<file path="src/sv/assert_macros.svh">
// Assertion macros shared by the note sampling sequencer RTL
`ifndef ASSERT_MACROS_SVH
`define ASSERT_MACROS_SVH

// Same-cycle implication, checked out of reset
`define NSS_ASSERT_NOW(label, clk, rstn, ante, cons, msg) \
    label: assert property (@(posedge clk) disable iff (!(rstn)) (ante) |-> (cons)) \
        else $error(msg);

// Next-cycle implication, checked out of reset
`define NSS_ASSERT_NEXT(label, clk, rstn, ante, cons, msg) \
    label: assert property (@(posedge clk) disable iff (!(rstn)) (ante) |=> (cons)) \
        else $error(msg);

`endif

</file>
<file path="src/sv/nss_pkg.sv">
// Shared types and constants of the note sampling sequencer
`timescale 1ns / 1ps

package nss_pkg;

    localparam int unsigned MAX_VOICES = 64;
    localparam int unsigned SLOT_W     = $clog2(MAX_VOICES);
    localparam int unsigned VP_W       = 7;
    localparam int unsigned SAMPLE_W   = 24;
    localparam int unsigned COUNT_W    = 32;
    localparam int unsigned CFG_IDX_W  = 4;
    localparam int unsigned CFG_DATA_W = 32;

    typedef enum logic [2:0] {
        PH_NOISE   = 3'd0,
        PH_BEFORE  = 3'd1,
        PH_SUSTAIN = 3'd2,
        PH_RELEASE = 3'd3,
        PH_AFTER   = 3'd4,
        PH_DONE    = 3'd5
    } phase_t;

    localparam logic OP_LOAD  = 1'b0;
    localparam logic OP_FRAME = 1'b1;

    localparam logic [CFG_IDX_W-1:0] CFG_MIDI_CHANNEL     = 4'd0;
    localparam logic [CFG_IDX_W-1:0] CFG_RELEASE_VELOCITY = 4'd1;
    localparam logic [CFG_IDX_W-1:0] CFG_NOISE_WINDOW     = 4'd2;
    localparam logic [CFG_IDX_W-1:0] CFG_PAUSE_BEFORE     = 4'd3;
    localparam logic [CFG_IDX_W-1:0] CFG_SUSTAIN          = 4'd4;
    localparam logic [CFG_IDX_W-1:0] CFG_RELEASE          = 4'd5;
    localparam logic [CFG_IDX_W-1:0] CFG_PAUSE_AFTER      = 4'd6;
    localparam logic [CFG_IDX_W-1:0] CFG_VOICE_COUNT      = 4'd7;

    localparam logic [COUNT_W-1:0] DEFAULT_WINDOW_FRAMES = 32'd48000;

    // Upper nibbles of the status bytes; the channel fills the low nibble
    localparam logic [3:0] MIDI_PROGRAM  = 4'hC;
    localparam logic [3:0] MIDI_NOTE_ON  = 4'h9;
    localparam logic [3:0] MIDI_NOTE_OFF = 4'h8;
    localparam logic [7:0] PROGRAM_NONE  = 8'hFF;

    typedef struct packed {
        logic [7:0] prog;
        logic [6:0] note;
        logic [6:0] velocity;
    } voice_t;

    typedef struct packed {
        logic [3:0]         midi_channel;
        logic [6:0]         release_velocity;
        logic [COUNT_W-1:0] noise_window_frames;
        logic [COUNT_W-1:0] pause_before_frames;
        logic [COUNT_W-1:0] sustain_frames;
        logic [COUNT_W-1:0] release_frames;
        logic [COUNT_W-1:0] pause_after_frames;
        logic [VP_W-1:0]    voice_count;
    } cfg_t;

    typedef struct packed {
        phase_t              phase;
        logic                record;
        logic                take_done;
        logic                midi_valid;
        logic [7:0]          midi_status;
        logic [6:0]          midi_data1;
        logic [6:0]          midi_data2;
        logic [SAMPLE_W-1:0] noise_floor;
        logic [VP_W-1:0]     current_voice;
    } result_t;

endpackage

</file>
<file path="src/sv/nss_cfg_regs.sv">
// Configuration register file of the note sampling sequencer
`timescale 1ns / 1ps

module nss_cfg_regs (
    input  logic                             aclk,
    input  logic                             aresetn,
    input  logic                             cfg_valid,
    output logic                             cfg_ready,
    input  logic [nss_pkg::CFG_IDX_W-1:0]    cfg_index,
    input  logic [nss_pkg::CFG_DATA_W-1:0]   cfg_data,
    output nss_pkg::cfg_t                    cfg
);

    nss_pkg::cfg_t cfg_reg;
    nss_pkg::cfg_t cfg_next;

    assign cfg_ready = 1'b1;
    assign cfg       = cfg_reg;

    always_comb begin
        cfg_next = cfg_reg;
        if (cfg_valid) begin
            unique case (cfg_index)
                nss_pkg::CFG_MIDI_CHANNEL:     cfg_next.midi_channel = cfg_data[3:0];
                nss_pkg::CFG_RELEASE_VELOCITY: cfg_next.release_velocity = cfg_data[6:0];
                nss_pkg::CFG_NOISE_WINDOW:     cfg_next.noise_window_frames = cfg_data;
                nss_pkg::CFG_PAUSE_BEFORE:     cfg_next.pause_before_frames = cfg_data;
                nss_pkg::CFG_SUSTAIN:          cfg_next.sustain_frames = cfg_data;
                nss_pkg::CFG_RELEASE:          cfg_next.release_frames = cfg_data;
                nss_pkg::CFG_PAUSE_AFTER:      cfg_next.pause_after_frames = cfg_data;
                nss_pkg::CFG_VOICE_COUNT:      cfg_next.voice_count = cfg_data[6:0];
                default: ; // drop writes to unmapped indexes
            endcase
        end
    end

    always_ff @(posedge aclk) begin
        if (!aresetn) begin
            cfg_reg.midi_channel        <= '0;
            cfg_reg.release_velocity    <= '0;
            cfg_reg.noise_window_frames <= nss_pkg::DEFAULT_WINDOW_FRAMES;
            cfg_reg.pause_before_frames <= '0;
            cfg_reg.sustain_frames      <= nss_pkg::DEFAULT_WINDOW_FRAMES;
            cfg_reg.release_frames      <= nss_pkg::DEFAULT_WINDOW_FRAMES;
            cfg_reg.pause_after_frames  <= '0;
            cfg_reg.voice_count         <= '0;
        end else begin
            cfg_reg <= cfg_next;
        end
    end

endmodule

</file>
<file path="src/sv/nss_voice_mem.sv">
// Voice table: one write port, two registered read ports
`timescale 1ns / 1ps

module nss_voice_mem (
    input  logic                         aclk,
    input  logic                         we,
    input  logic [nss_pkg::SLOT_W-1:0]   waddr,
    input  nss_pkg::voice_t              wdata,
    input  logic                         re,
    input  logic [nss_pkg::SLOT_W-1:0]   raddr_a,
    input  logic [nss_pkg::SLOT_W-1:0]   raddr_b,
    output nss_pkg::voice_t              rdata_a,
    output nss_pkg::voice_t              rdata_b
);

    nss_pkg::voice_t mem [nss_pkg::MAX_VOICES];
    nss_pkg::voice_t rdata_a_reg;
    nss_pkg::voice_t rdata_b_reg;

    assign rdata_a = rdata_a_reg;
    assign rdata_b = rdata_b_reg;

    always_ff @(posedge aclk) begin
        if (we) begin
            mem[waddr] <= wdata;
        end
    end

    always_ff @(posedge aclk) begin
        if (re) begin
            rdata_a_reg <= mem[raddr_a];
            rdata_b_reg <= mem[raddr_b];
        end
    end

endmodule

</file>
<file path="src/sv/nss_sequencer.sv">
// Phase sequencer: noise floor tracking, frame counting and MIDI message selection
`timescale 1ns / 1ps
`include "assert_macros.svh"

module nss_sequencer (
    input  logic                                  aclk,
    input  logic                                  aresetn,
    input  logic                                  proc,
    input  logic                                  opcode,
    input  logic signed [nss_pkg::SAMPLE_W-1:0]   sample_a,
    input  logic signed [nss_pkg::SAMPLE_W-1:0]   sample_b,
    input  nss_pkg::cfg_t                         cfg,
    input  nss_pkg::voice_t                       voice_cur,
    input  nss_pkg::voice_t                       voice_nxt,
    output nss_pkg::result_t                      res,
    output logic [nss_pkg::VP_W-1:0]              vp_addr
);

    nss_pkg::phase_t                  phase_reg, phase_next;
    logic [nss_pkg::COUNT_W-1:0]      count_reg, count_next;
    logic [nss_pkg::SAMPLE_W-1:0]     peak_reg, peak_next;
    logic [nss_pkg::VP_W-1:0]         vp_reg, vp_next;

    logic                             frm;
    logic [nss_pkg::COUNT_W-1:0]      count_inc;
    logic [nss_pkg::COUNT_W-1:0]      phase_len;
    logic                             hit;
    logic [nss_pkg::SAMPLE_W-1:0]     abs_a, abs_b, peak_ab, peak_max;
    logic [nss_pkg::VP_W-1:0]         active, vp_inc;
    logic                             more_first, more_next;

    logic                             rec, take_done, mv;
    logic [3:0]                       mcode;
    logic [6:0]                       d1, d2;

    assign frm       = proc && (opcode == nss_pkg::OP_FRAME) && (phase_reg != nss_pkg::PH_DONE);
    assign count_inc = (&count_reg) ? count_reg : count_reg + 1'b1;

    // Two's complement magnitude; the most negative sample maps to 2^23
    assign abs_a    = sample_a[nss_pkg::SAMPLE_W-1] ? (~sample_a + 1'b1) : sample_a;
    assign abs_b    = sample_b[nss_pkg::SAMPLE_W-1] ? (~sample_b + 1'b1) : sample_b;
    assign peak_ab  = (abs_a > abs_b) ? abs_a : abs_b;
    assign peak_max = (peak_ab > peak_reg) ? peak_ab : peak_reg;

    assign active     = (cfg.voice_count > nss_pkg::VP_W'(nss_pkg::MAX_VOICES)) ?
                        nss_pkg::VP_W'(nss_pkg::MAX_VOICES) : cfg.voice_count;
    assign vp_inc     = vp_reg + 1'b1;
    assign more_first = vp_reg < active;
    assign more_next  = vp_inc < active;

    always_comb begin
        unique case (phase_reg)
            nss_pkg::PH_NOISE:   phase_len = cfg.noise_window_frames;
            nss_pkg::PH_BEFORE:  phase_len = cfg.pause_before_frames;
            nss_pkg::PH_SUSTAIN: phase_len = cfg.sustain_frames;
            nss_pkg::PH_RELEASE: phase_len = cfg.release_frames;
            nss_pkg::PH_AFTER:   phase_len = cfg.pause_after_frames;
            default:             phase_len = '0;
        endcase
    end

    assign hit = count_inc >= phase_len;

    // Next state
    always_comb begin
        phase_next = phase_reg;
        count_next = count_reg;
        peak_next  = peak_reg;
        vp_next    = vp_reg;
        if (frm) begin
            count_next = count_inc;
            unique case (phase_reg)
                nss_pkg::PH_NOISE: begin
                    peak_next = peak_max;
                    if (hit) begin
                        count_next = '0;
                        phase_next = more_first ? nss_pkg::PH_BEFORE : nss_pkg::PH_DONE;
                    end
                end
                nss_pkg::PH_BEFORE: begin
                    if (hit) begin
                        count_next = '0;
                        phase_next = nss_pkg::PH_SUSTAIN;
                    end
                end
                nss_pkg::PH_SUSTAIN: begin
                    if (hit) begin
                        count_next = '0;
                        phase_next = nss_pkg::PH_RELEASE;
                    end
                end
                nss_pkg::PH_RELEASE: begin
                    if (hit) begin
                        count_next = '0;
                        phase_next = nss_pkg::PH_AFTER;
                    end
                end
                nss_pkg::PH_AFTER: begin
                    if (hit) begin
                        count_next = '0;
                        vp_next    = vp_inc;
                        phase_next = more_next ? nss_pkg::PH_BEFORE : nss_pkg::PH_DONE;
                    end
                end
                default: phase_next = nss_pkg::PH_DONE;
            endcase
        end
    end

    // Outputs
    always_comb begin
        rec       = 1'b0;
        take_done = 1'b0;
        mv        = 1'b0;
        mcode     = '0;
        d1        = '0;
        d2        = '0;
        if (frm) begin
            unique case (phase_reg)
                nss_pkg::PH_NOISE: begin
                    // Pointer is still zero here, so no previous program to compare
                    if (hit && more_first && (voice_cur.prog != nss_pkg::PROGRAM_NONE)) begin
                        mv    = 1'b1;
                        mcode = nss_pkg::MIDI_PROGRAM;
                        d1    = voice_cur.prog[6:0];
                    end
                end
                nss_pkg::PH_BEFORE: begin
                    if (hit) begin
                        mv    = 1'b1;
                        mcode = nss_pkg::MIDI_NOTE_ON;
                        d1    = voice_cur.note;
                        d2    = voice_cur.velocity;
                    end
                end
                nss_pkg::PH_SUSTAIN: begin
                    rec = 1'b1;
                    if (hit) begin
                        mv    = 1'b1;
                        mcode = nss_pkg::MIDI_NOTE_OFF;
                        d1    = voice_cur.note;
                        d2    = cfg.release_velocity;
                    end
                end
                nss_pkg::PH_RELEASE: begin
                    rec       = 1'b1;
                    take_done = hit;
                end
                nss_pkg::PH_AFTER: begin
                    // Skip the program change when the next voice keeps the same program
                    if (hit && more_next && (voice_nxt.prog != nss_pkg::PROGRAM_NONE) &&
                        (voice_nxt.prog != voice_cur.prog)) begin
                        mv    = 1'b1;
                        mcode = nss_pkg::MIDI_PROGRAM;
                        d1    = voice_nxt.prog[6:0];
                    end
                end
                default: ;
            endcase
        end
    end

    always_ff @(posedge aclk) begin
        if (!aresetn) begin
            phase_reg <= nss_pkg::PH_NOISE;
            count_reg <= '0;
            peak_reg  <= '0;
            vp_reg    <= '0;
        end else begin
            phase_reg <= phase_next;
            count_reg <= count_next;
            peak_reg  <= peak_next;
            vp_reg    <= vp_next;
        end
    end

    assign vp_addr = vp_next;

    assign res.phase         = phase_next;
    assign res.record        = rec;
    assign res.take_done     = take_done;
    assign res.midi_valid    = mv;
    assign res.midi_status   = mv ? {mcode, cfg.midi_channel} : 8'h00;
    assign res.midi_data1    = d1;
    assign res.midi_data2    = d2;
    assign res.noise_floor   = peak_next;
    assign res.current_voice = vp_next;

    `NSS_ASSERT_NOW(a_noise_at_first_voice, aclk, aresetn,
        phase_reg == nss_pkg::PH_NOISE, vp_reg == '0, "voice pointer moved during noise phase")
    `NSS_ASSERT_NOW(a_take_done_enters_after, aclk, aresetn,
        take_done, rec && (phase_next == nss_pkg::PH_AFTER), "take end without entering pause after")
    `NSS_ASSERT_NOW(a_midi_on_transition, aclk, aresetn,
        mv, frm && (count_next == '0) && (phase_next != phase_reg), "MIDI beat without a phase change")

endmodule

</file>
<file path="src/sv/note_sampling_sequencer.sv">
// Top level of the note sampling sequencer: handshake, item and result registers
`timescale 1ns / 1ps
`include "assert_macros.svh"

// A result appears on the m_ ports from the result register; the accepting edge loads
// the input register, and processing the held item loads the result register.
// Throughput: one item per cycle; the result register lets the next item enter while
// a result waits, and back-pressure passes from m_ready to s_ready in the same cycle.
// Reset (aresetn low, synchronous): phase noise, counters, peak and voice pointer
// cleared, config at defaults; voice table contents stay undefined until loaded.

module note_sampling_sequencer (
    input  logic                                   aclk,
    input  logic                                   aresetn,

    input  logic                                   s_valid,
    output logic                                   s_ready,
    input  logic                                   s_opcode,
    input  logic signed [nss_pkg::SAMPLE_W-1:0]    s_sample_a,
    input  logic signed [nss_pkg::SAMPLE_W-1:0]    s_sample_b,
    input  logic [nss_pkg::SLOT_W-1:0]             s_entry_slot,
    input  logic [7:0]                             s_entry_program,
    input  logic [6:0]                             s_entry_note,
    input  logic [6:0]                             s_entry_velocity,

    output logic                                   m_valid,
    input  logic                                   m_ready,
    output logic [2:0]                             m_phase,
    output logic                                   m_record,
    output logic                                   m_take_done,
    output logic                                   m_midi_valid,
    output logic [7:0]                             m_midi_status,
    output logic [6:0]                             m_midi_data1,
    output logic [6:0]                             m_midi_data2,
    output logic [nss_pkg::SAMPLE_W-1:0]           m_noise_floor,
    output logic [nss_pkg::VP_W-1:0]               m_current_voice,

    input  logic                                   cfg_valid,
    output logic                                   cfg_ready,
    input  logic [nss_pkg::CFG_IDX_W-1:0]          cfg_index,
    input  logic [nss_pkg::CFG_DATA_W-1:0]         cfg_data
);

    nss_pkg::cfg_t                        cfg;
    nss_pkg::voice_t                      wr_voice;
    nss_pkg::voice_t                      voice_cur, voice_nxt;
    nss_pkg::result_t                     res;
    logic [nss_pkg::VP_W-1:0]             vp_addr;
    logic [nss_pkg::SLOT_W-1:0]           rd_cur_addr, rd_nxt_addr;

    logic                                 s_accept, advance, proc;

    logic                                 s1_valid_reg, s1_valid_next;
    logic                                 s1_opcode_reg;
    logic signed [nss_pkg::SAMPLE_W-1:0]  s1_sample_a_reg, s1_sample_b_reg;

    logic                                 m_valid_reg, m_valid_next;
    nss_pkg::result_t                     out_reg;

    assign advance  = !m_valid_reg || m_ready;
    assign s_ready  = !s1_valid_reg || advance;
    assign s_accept = s_valid && s_ready;
    assign proc     = s1_valid_reg && advance;

    assign wr_voice.prog     = s_entry_program;
    assign wr_voice.note     = s_entry_note;
    assign wr_voice.velocity = s_entry_velocity;

    // Read at the pointer the held item leaves behind, and the slot after it
    assign rd_cur_addr = vp_addr[nss_pkg::SLOT_W-1:0];
    assign rd_nxt_addr = rd_cur_addr + 1'b1;

    nss_cfg_regs u_cfg (
        .aclk      (aclk),
        .aresetn   (aresetn),
        .cfg_valid (cfg_valid),
        .cfg_ready (cfg_ready),
        .cfg_index (cfg_index),
        .cfg_data  (cfg_data),
        .cfg       (cfg)
    );

    nss_voice_mem u_mem (
        .aclk    (aclk),
        .we      (s_accept && (s_opcode == nss_pkg::OP_LOAD)),
        .waddr   (s_entry_slot),
        .wdata   (wr_voice),
        .re      (s_accept && (s_opcode == nss_pkg::OP_FRAME)),
        .raddr_a (rd_cur_addr),
        .raddr_b (rd_nxt_addr),
        .rdata_a (voice_cur),
        .rdata_b (voice_nxt)
    );

    nss_sequencer u_seq (
        .aclk      (aclk),
        .aresetn   (aresetn),
        .proc      (proc),
        .opcode    (s1_opcode_reg),
        .sample_a  (s1_sample_a_reg),
        .sample_b  (s1_sample_b_reg),
        .cfg       (cfg),
        .voice_cur (voice_cur),
        .voice_nxt (voice_nxt),
        .res       (res),
        .vp_addr   (vp_addr)
    );

    always_comb begin
        s1_valid_next = s1_valid_reg;
        if (s_accept) begin
            s1_valid_next = 1'b1;
        end else if (proc) begin
            s1_valid_next = 1'b0;
        end
    end

    always_comb begin
        m_valid_next = m_valid_reg;
        if (proc) begin
            m_valid_next = 1'b1;
        end else if (m_ready) begin
            m_valid_next = 1'b0;
        end
    end

    always_ff @(posedge aclk) begin
        if (!aresetn) begin
            s1_valid_reg <= 1'b0;
            m_valid_reg  <= 1'b0;
        end else begin
            s1_valid_reg <= s1_valid_next;
            m_valid_reg  <= m_valid_next;
        end
    end

    // Capture the beat; hold while the stage is stalled
    always_ff @(posedge aclk) begin
        if (s_accept) begin
            s1_opcode_reg   <= s_opcode;
            s1_sample_a_reg <= s_sample_a;
            s1_sample_b_reg <= s_sample_b;
        end
    end

    always_ff @(posedge aclk) begin
        if (proc) begin
            out_reg <= res;
        end
    end

    assign m_valid         = m_valid_reg;
    assign m_phase         = out_reg.phase;
    assign m_record        = out_reg.record;
    assign m_take_done     = out_reg.take_done;
    assign m_midi_valid    = out_reg.midi_valid;
    assign m_midi_status   = out_reg.midi_status;
    assign m_midi_data1    = out_reg.midi_data1;
    assign m_midi_data2    = out_reg.midi_data2;
    assign m_noise_floor   = out_reg.noise_floor;
    assign m_current_voice = out_reg.current_voice;

    `NSS_ASSERT_NEXT(a_proc_loads_result, aclk, aresetn,
        proc, m_valid_reg, "processed item left no result")
    `NSS_ASSERT_NEXT(a_stalled_item_kept, aclk, aresetn,
        s1_valid_reg && !advance, s1_valid_reg && $stable(s1_opcode_reg), "stalled item lost")

endmodule

</file>
<file path="config.mk">
export PLATFORM = sky130hd
export DESIGN_NAME = note_sampling_sequencer
export DESIGN_NICKNAME = d
export VERILOG_FILES = /design/src/sv/nss_pkg.sv /design/src/sv/nss_cfg_regs.sv /design/src/sv/nss_voice_mem.sv /design/src/sv/nss_sequencer.sv /design/src/sv/note_sampling_sequencer.sv
export VERILOG_INCLUDE_DIRS = /design/src /design/src/sv
export SDC_FILE = /design/constraint.sdc
export NUM_CORES = 2
export LEC_CHECK = 0
export ABC_CLOCK_PERIOD_IN_PS = 8350
export BUFFER_PORTS_ARGS = -buffer_cell sky130_fd_sc_hd__buf_2
export CAP_MARGIN = 25
export CORE_MARGIN = 8
export CORE_UTILIZATION = 46
export CTS_BUF_LIST = sky130_fd_sc_hd__clkbuf_8
export CTS_CLUSTER_SIZE = 14
export DETAILED_ROUTE_END_ITERATION = 8
export PLACE_DENSITY_LB_ADDON = 0.1
export SYNTH_ARGS = -nofsm -noshare
export SYNTH_HDL_FRONTEND = slang
export SYNTH_SLANG_ARGS = --single-unit
export TNS_END_PERCENT = 50
</file>
<file path="constraint.sdc">
create_clock -name aclk -period 8.35 [get_ports aclk]
set_input_delay 1.67 -clock aclk [delete_from_list [all_inputs] [get_ports aclk]]
set_output_delay 1.67 -clock aclk [all_outputs]
set_load 0.02 [all_outputs]
</file>
==> impl_metrics.env <==
export IMPL_outcome="completed"
export IMPL_p_comb_frac=0.040
export IMPL_muxShareOfSynthArea=0.104
export IMPL_setup_slack_ns=0.345
export IMPL_cp_max_fo=13
export IMPL_synth_edf_count=1545
export IMPL_grt_util_all_layers=0.265
export IMPL_path_clk_slew_ns=0.06
export IMPL_start_kind="register"
export IMPL_power_density_nw_per_um2=202
export IMPL_synth_xor_area_frac=0.0112
export IMPL_place_ws_ns=0.198
export IMPL_stdcell_count=8688
export IMPL_clk_insertion_delay_late_ns=1.05
export IMPL_rsz0062_at_grt="no"
export IMPL_setup_tns_ns=0
export IMPL_io_buffers=177
export IMPL_synth_common_cells="1545 x edfxtp_1, 1067 x nand2_1, 480 x a21oi_1"
export IMPL_max_cap_violations=0
export IMPL_vias=53200
export IMPL_place_area_um2=83000
export IMPL_drtPass1Iterations=9
export IMPL_start_util=0.463
export IMPL_synth_seq_cells=1791
export IMPL_pwr_share_seq=0.548
export IMPL_antenna_left=0
export IMPL_ys_types=83
export IMPL_areaGrowthSynthToFinish_pct=13.3
export IMPL_cts_max_path_buffers=4
export IMPL_finalCritPeriodShare=0.959
export IMPL_fmax_mhz=125
export IMPL_routabilityCongestion=0.946
export IMPL_synth_simple_area_share=0.0916
export IMPL_arrival_ns=8.76
export IMPL_clkPwrFrac=0.411
export IMPL_synthTopCellsByArea="edfxtp_1 59%, dfxtp_1 6.3%, mux4_2 5.6%"
export IMPL_worst_setup_path_end_kind="register"
export IMPL_fp_row_count=151
export IMPL_die_y_um=429
export IMPL_numCtsBuffers=321
export IMPL_dieWidth_um=429
export IMPL_largest_register_ffs=1408
export IMPL_syn_area_um2=78400
export IMPL_netlist_instances=5834
export IMPL_ys_async_sr_fraction=0
export IMPL_slew_headroom=0.221
export IMPL_vdd_drop_max_v=0.000148
export IMPL_cp_required_ns=9.11
export IMPL_synthMostInstantiatedCell="edfxtp_1"
export IMPL_core_um2=169000
export IMPL_cts_tree="built"
export IMPL_power_total_mw=18.0
export IMPL_drive_gt1_frac=0.187
export IMPL_p_switching_mw=4.08
export IMPL_cts_sinks=1791
export IMPL_wl_per_cell_um=29.1
export IMPL_switching_share=0.227
export IMPL_yosysTopAreaCell="edfxtp_1"
export IMPL_skew_ns=0.0719
export IMPL_first_global_vias=50800
export IMPL_dpl_hpwl_um=156000
export IMPL_reg2reg_depth=24
export IMPL_overflow=0
export IMPL_syn_nets=6049
export IMPL_tightest_slew_ns=1.16
export IMPL_antenna_found_initial=23
export IMPL_synth_avg_cell_area_um2=13.4
export IMPL_crit_type="register to register"
export IMPL_cts_hold_buffers_added=0
export IMPL_power_internal_mw=13.9
export IMPL_leakagePower_nw=30.2
export IMPL_dp_cells=8105
export IMPL_setup_violations=0
export IMPL_synthAdderAreaFrac=0.0155
export IMPL_min_delay_path_depth=2
export IMPL_first_iter_violations=6788
export IMPL_hold_path_class="register to register"
export IMPL_viasPerCell=6.13
export IMPL_hold_viol=0
export IMPL_grt_pass1_wl_um=362000
export IMPL_final_cell_area_um2=88800
export IMPL_final_max_slew_violation_count=0
export IMPL_fin_crit_ns=8.01
export IMPL_synth_yosys_seq_area_share=0.655
export IMPL_synth_top_family_by_area="multiplexers"
export IMPL_die_area_um2=184000
export IMPL_ios=180
export IMPL_synth_compound_area_frac=0.0978
export IMPL_synth_top_area_share=0.592
export IMPL_yosysWarnings=0
export IMPL_clockRootBuffer="clkbuf_8"
export IMPL_dominantRegCellSynth="edfxtp_1"
export IMPL_final_nets=6433
export IMPL_wl_um=253000
export IMPL_grt_max_degree=122
export IMPL_drc=0
export IMPL_htree_levels=5
[cells in the final DEF (no fill, tap or decap), types with 66 or more instances in the layout]
cell type and count:
a2111oi_0 70, a21oi_1 480, buf_2 182, buf_4 241, clkbuf_8 342, dfxtp_1 244
edfxtp_1 1545, ha_1 96, inv_1 175, mux2i_1 308, mux4_2 196, nand2_1 1063
nand3_1 77, nor2_1 120, nor2_2 66, o21ai_0 133
[metrics by stage]
stage	hold WS, ns	utilization
final	0.453	0.525
after global routing	0.468	0.524
after CTS	0.455	0.524
after detailed placement	0.447	0.490
after global placement	0.440	0.490
after floorplan	0.433	-
[per-layer routing]
| metal | up-vias | wire (µm) | part of all wire | GRT usage |
|---|---|---|---|---|
| met5 | - | 37 | 0.00015 | 0 |
| met3 | 491 | 24100 | 0.095 | 0.0662 |
| met4 | 6 | 9230 | 0.036 | 0.0940 |
| met1 | 26900 | 106000 | 0.42 | 0.370 |
| met2 | 2669 | 113000 | 0.45 | 0.405 |
| li1 | 23200 | - | - | - |
[repair_timing]
item | in CTS | in global routing
setup buffers | 0 | 5
endpoints found under the setup margin | 0 | 46
resized for setup | 0 | 5
[cell type report]
| type | count | area (µm²) |
|---|---|---|
| multi-input cells | 3602 | 25600 |
| repair buffers | 450 | 3230 |
| fillers | 14400 | 80500 |
| diodes | 27 | 67.6 |
| clock inverters | 206 | 897 |
| clock buffers | 342 | 4710 |
| inverters | 52 | 226 |
| well taps | 2218 | 2780 |
| flip-flops and latches | 1791 | 51300 |
[worst paths after layout]
check / start / endpoint / slack, ns
hold reg to reg: u_cfg.cfg[128] / u_cfg.cfg[128] / 0.45
setup reg to reg: u_seq.count_reg[8] / u_mem.rdata_a[6] / 0.34
hold / removal: u_cfg.cfg[128] / u_cfg.cfg[128] / 0.45
setup / recovery: u_seq.count_reg[8] / u_mem.rdata_a[6] / 0.34
[critical path, stage by stage (launching register included)]
cell and delay (ns):
dfxtp_1 0.47, and4_1 0.33, nand4_1 0.15, or4_1 0.60, nand4_1 0.32, nor3_2 0.11
nand4_1 0.23, nor2_1 0.12, and3_1 0.24, xor2_1 0.16, ha_1 0.30, nand4_1 0.16
or4_1 0.65, nor2_1 0.20, a21boi_2 0.38, o31ai_4 0.20, xor2_4 0.23, buf_4 0.27
nand2_2 0.62, buf_4 0.31, o22ai_1 0.11, nor4_1 0.96, o32ai_2 0.18, buf_4 0.24
and3_1 0.17
[cell families after synthesis]
group,count (synthesis)
AO/OA/AOI/OAI,1180
other,2
flip-flops,1791
AND/OR/NAND/NOR,1662
adder cells (fa/ha/maj),97
multiplexers,563
buffers and inverters,442
XOR/XNOR,97
[power groups by stage]
stage          Sequential (mW)  Combinational, mW  Clock, mW
6_report                  9.85              0.719       7.39
5_1_grt                   9.85              0.788       7.94
3_5_place_dp              10.0              0.711          0
2_1_floorplan             10.0              0.350          0
3_3_place_gp              10.0              0.694          0
4_1_cts                   9.85              0.714       7.56
Power figures use the tool's default switching activity.
